==> src/hw/rtl/zvd_pkg.sv <==
// ----------------------------------------------------------------------------
// zvd_pkg
// Shared types and constants of the zero-velocity variance detector.
// ----------------------------------------------------------------------------
package zvd_pkg;

  localparam int unsigned SAMPLE_BITS = 24;
  localparam int unsigned SQ_W        = 2 * SAMPLE_BITS;
  localparam int unsigned LEN_W       = 7;
  localparam int unsigned THR_W       = 48;
  localparam int unsigned CFG_IDX_W   = 2;

  localparam logic [LEN_W-1:0] WINDOW_LENGTH_RST = 7'd32;

  localparam int unsigned QUEUE_DEPTH = 2;
  localparam int unsigned QPTR_W      = $clog2(QUEUE_DEPTH);
  localparam int unsigned QCNT_W      = $clog2(QUEUE_DEPTH + 1);

  typedef enum logic {
    OP_PUSH  = 1'b0,
    OP_CLEAR = 1'b1
  } op_e;

  typedef enum logic [CFG_IDX_W-1:0] {
    REG_WINDOW_LENGTH = 2'd0,
    REG_ACC_THR       = 2'd1,
    REG_GYRO_THR      = 2'd2
  } cfg_reg_e;

  typedef enum logic [1:0] {
    BK_IDLE,
    BK_MUL,
    BK_CMP
  } back_state_e;

  typedef struct packed {
    op_e                    operation;
    logic [SAMPLE_BITS-1:0] acc_sample;
    logic [SAMPLE_BITS-1:0] gyro_sample;
  } in_item_t;

  typedef struct packed {
    logic stationary;
    logic window_full;
  } result_t;

  // One classified word from the front end to the back end
  typedef struct packed {
    op_e                    op;
    logic                   full;
    logic [SAMPLE_BITS-1:0] new_acc;
    logic [SAMPLE_BITS-1:0] old_acc;
    logic [SAMPLE_BITS-1:0] new_gyro;
    logic [SAMPLE_BITS-1:0] old_gyro;
    logic [SQ_W-1:0]        new_acc_sq;
    logic [SQ_W-1:0]        old_acc_sq;
    logic [SQ_W-1:0]        new_gyro_sq;
    logic [SQ_W-1:0]        old_gyro_sq;
  } work_t;

endpackage

==> src/hw/rtl/zvd_queue.sv <==
// ----------------------------------------------------------------------------
// zvd_queue
// Short first-in first-out buffer of work words between front and back end.
// ----------------------------------------------------------------------------
module zvd_queue (
  input  logic           clk_i,
  input  logic           rst_ni,
  input  logic           push_i,
  output logic           full_o,
  input  zvd_pkg::work_t data_i,
  input  logic           pop_i,
  output logic           empty_o,
  output zvd_pkg::work_t data_o
);
  import zvd_pkg::*;

  work_t               entries [QUEUE_DEPTH];
  logic [QPTR_W-1:0]   wr_ptr_q, wr_ptr_d, rd_ptr_q, rd_ptr_d;
  logic [QCNT_W-1:0]   count_q, count_d;
  logic                do_push, do_pop;

  assign full_o  = (count_q == QCNT_W'(QUEUE_DEPTH));
  assign empty_o = (count_q == '0);
  assign do_push = push_i && !full_o;
  assign do_pop  = pop_i && !empty_o;
  assign data_o  = entries[rd_ptr_q];

  always_comb begin
    wr_ptr_d = wr_ptr_q;
    rd_ptr_d = rd_ptr_q;
    count_d  = count_q;
    if (do_push) begin
      wr_ptr_d = (wr_ptr_q == QPTR_W'(QUEUE_DEPTH - 1)) ? '0 : QPTR_W'(wr_ptr_q + 1'b1);
    end
    if (do_pop) begin
      rd_ptr_d = (rd_ptr_q == QPTR_W'(QUEUE_DEPTH - 1)) ? '0 : QPTR_W'(rd_ptr_q + 1'b1);
    end
    if (do_push && !do_pop) begin
      count_d = QCNT_W'(count_q + 1'b1);
    end else if (do_pop && !do_push) begin
      count_d = QCNT_W'(count_q - 1'b1);
    end
  end

  always_ff @(posedge clk_i or negedge rst_ni) begin
    if (!rst_ni) begin
      wr_ptr_q <= '0;
      rd_ptr_q <= '0;
      count_q  <= '0;
    end else begin
      wr_ptr_q <= wr_ptr_d;
      rd_ptr_q <= rd_ptr_d;
      count_q  <= count_d;
    end
  end

  always_ff @(posedge clk_i) begin
    if (do_push) begin
      entries[wr_ptr_q] <= data_i;
    end
  end

endmodule

==> config.mk <==
export PLATFORM = sky130hd
export DESIGN_NAME = zvd_queue
export DESIGN_NICKNAME = d
export VERILOG_FILES = /design/src/hw/rtl/zvd_pkg.sv /design/src/hw/rtl/zvd_queue.sv
export SDC_FILE = /design/constraint.sdc
export NUM_CORES = 1
export LEC_CHECK = 0
export BUFFER_PORTS_ARGS = -buffer_cell sky130_fd_sc_hd__buf_2
export CAP_MARGIN = 20
export CORE_MARGIN = 8
export CORE_UTILIZATION = 40
export CTS_CLUSTER_DIAMETER = 50
export DETAILED_ROUTE_END_ITERATION = 12
export HOLD_SLACK_MARGIN = 0.08
export PLACE_DENSITY = 0.62
export SYNTH_ARGS = -nofsm -noshare
export SYNTH_HDL_FRONTEND = slang
export SYNTH_SLANG_ARGS = --single-unit
export TNS_END_PERCENT = 1
==> constraint.sdc <==
create_clock -name clk_i -period 37.1 [get_ports clk_i]
set_input_delay 7.42 -clock clk_i [delete_from_list [all_inputs] [get_ports clk_i]]
set_output_delay 7.42 -clock clk_i [all_outputs]
set_load 0.01 [all_outputs]
==> flow_metrics.tcl <==
set metrics [dict create \
    drt_iter0_drc 584 \
    cts_root_buffer "clkbuf_16" \
    io_pins 586 \
    status "finished clean" \
    dieWidth_um 246.8 \
    synthArstFlopShare_pct 0.6849 \
    synth_top_cell_area_share_pct 81.75 \
    synth_ff_type "edfxtp_1" \
    final-max-slew-violation-count 0 \
    worstMarginPinSlew_ns 1.414 \
    power_density_nw_per_um2 80.40 \
    crit_type "flop to output port" \
    antenna_found_initial 18 \
    syn_avg_cell_area_um2 23.13 \
    grt_overflow 0 \
    hpwl_mm 34.57 \
    p_seq_share_pct 43.8 \
    pwr-share-comb_pct 28.8 \
    die_area_um2 60900 \
    clkPwrFrac_pct 27.4 \
    cts_buffer_depth 3 \
    hp-start "count_q[1]$_DFFE_PN0P_" \
    port_buffers 585 \
    synth_fp_nets 1216 \
    p_switching_mw 0.6367 \
    hold_viol 0 \
    skew_ns 0.01749 \
    nets 1840 \
    cts_tree "yes" \
    grt_pass1_vias 11670 \
    p_leak_nw 9.948 \
    synth.area.top_cells "edfxtp_1 82%, mux2_2 15%, clkbuf_8 1.7%, dfrtp_1 0.47%, buf_6 0.32%" \
    wirelength_mm 49.97 \
    multi_input_area_um2 3367 \
    drtPass1Iterations 4 \
    grt_first_pass_wirelength_mm 72.24 \
    grt_usage_pct 15.59 \
    rsz0062_at_grt "false" \
    vias 10860 \
    p_total_mw 2.153 \
    die_h_um 246.8 \
    synth_edf_count 580 \
    initial_core_util_pct 40.46 \
    path_clk_slew_ns 0.06 \
    nFillCells 4373 \
    ant_nets 0 \
    area_growth_syn_to_layout_pct 25.68 \
    synth_most_common_cell "edfxtp_1" \
    fmax_mhz 94.59 \
    synth-warning-count 0 \
    synth_cells 921 \
    ys_ff_latch 584 \
    relSlewSlack_pct 5.730 \
    switching_share_pct 29.58 \
    syn_area_um2 21300 \
    endpoint_kind "output port" \
    synth.yosys.seq_area_share_pct 82.22 \
    cts_setup_buffers 0 \
    reg2reg_from "count_q[0]$_DFFE_PN0P_" \
    synthTopCellsByCount "580 x edfxtp_1, 290 x mux2_2, 26 x clkbuf_8, 6 x buf_6, 4 x dfrtp_1" \
    gp_congestion 0.7459 \
    grt_max_degree 173 \
    synth_top_cell_by_area "edfxtp_1" \
    dpl-instance-area_um2 24770 \
    cp_max_fo 172 \
    crit_path_start_kind "flop" \
    setup_viol 0 \
    vias_per_cell 4.728 \
    crit_required_ns 29.68 \
    rows 84 \
    power.internal_mw 1.516 \
    final_cell_area_um2 26770 \
    cts_max_level 2 \
    fin_crit_sh_pct 28.49 \
    post_cts_resized 0 \
    period_minus_slack_ns 10.57 \
    yosysUniqueCellTypes 14 \
    hold_buffers 0 \
    crit_start "rd_ptr_q$_DFFE_PN0P_" \
    core_area_um2 52660 \
    fin_setup_tns_ns 0 \
    cp.arrival_ns 3.15 \
    holdCritPathClass "flop to flop" \
    drive_above_1_share_pct 61.40 \
    irDropWorstVdd_mv 0.04842 \
    clkLatencyLatePin_ns 0.59 \
    maxCapViolCount 0 \
    drc 0 \
    timing.hold.ws_ns 0.5175 \
    seqCellArea_um2 17520 \
    wl_per_cell_um 21.75 \
    cts_sinks 584 \
    cts_buffers 61 \
]
[power by group through the flow]
stage	registers (mW)	clock network (mW)	logic, mW
2_1_floorplan	1.00	0	0.410
3_3_place_gp	0.950	0	0.634
3_5_place_dp	0.958	0	0.632
4_1_cts	0.945	0.608	0.635
5_1_grt	0.957	0.630	0.664
6_report	0.943	0.590	0.620
[layout make-up]
class	count	share of cell area (%)
inverter	2	0.02804
multi-input combinational	303	12.58
clock buffer	72	6.014
clock inverter	42	1.355
antenna	13	0.1215
tap	688	3.215
timing repair buffer	593	11.25
sequential	584	65.44
[metrics by stage]
stage               std cells  util (%)  setup slack [ns]
floorplan                 921         -             16.64
global placement         2170     47.04             26.43
detailed placement       2170     47.04             26.46
CTS                      2284     50.79             26.55
global route             2292     50.82             26.45
finish                   2297     50.85             26.53
[critical path: stages (launching register included)]
cell     delay (ns)
dfrtp_4        0.86
buf_12         0.47
mux2_2         0.46
buf_2          0.16
[cell families after synthesis]
kind of cell	after synthesis	synth area share, %
adders and majority gates	1	0.05872
muxes	290	15.33
AOI/OAI and AO/OA	1	0.02347
xor gates and xnor gates	5	0.2056
DFF	584	82.22
and+or+nand+nor	6	0.1292
buffers and inverters	34	2.032
[sequential cells by signal, indices dropped and copies added, names as in the netlist]
signal,cells
entries,580
count_q,2
rd_ptr_q,1
wr_ptr_q,1
[path summary, 6_finish.rpt]
check | endpoint | slack, ns | cells past startpoint
worst max-delay path | data_o[6] | 26.53 | 3
worst min-delay path | count_q[1]$_DFFE_PN0P_ | 0.52 | 1
worst max register to register | entries[0][122]$_DFFE_PP_ | 33.34 | 5
worst min register to register | count_q[1]$_DFFE_PN0P_ | 0.52 | 1
max in group asynchronous | rd_ptr_q$_DFFE_PN0P_ | 30.33 | 1
min in group asynchronous | wr_ptr_q$_DFFE_PN0P_ | 6.63 | 1
[layer usage]
metal | track usage (%) | vias to the layer above | wire length (µm)
met4 | 5.750 | 12 | 1318
met1 | 17.75 | 5400 | 18400
met2 | 26.46 | 389 | 25350
met3 | 6.053 | 89 | 4832
met5 | 0 | - | 79
li1 | - | 4970 | -
[cells in the final DEF, fill, tap and decap left out, types with 2 or more instances in the layout]
| master | instances |
|---|---|
| mux2_2 | 290 |
| buf_2 | 585 |
| clkinv_4 | 2 |
| clkbuf_1 | 9 |
| clkinv_1 | 11 |
| inv_6 | 4 |
| nor2_1 | 2 |
| inv_1 | 2 |
| edfxtp_1 | 580 |
| clkinvlp_4 | 3 |
| dfrtp_1 | 3 |
| buf_12 | 2 |
| clkinv_2 | 16 |
| clkbuf_16 | 63 |
| xor2_1 | 2 |
| diode_2 | 13 |
| xnor2_1 | 3 |
| bufinv_16 | 5 |
| buf_4 | 6 |
Power figures use the tool's default switching activity.
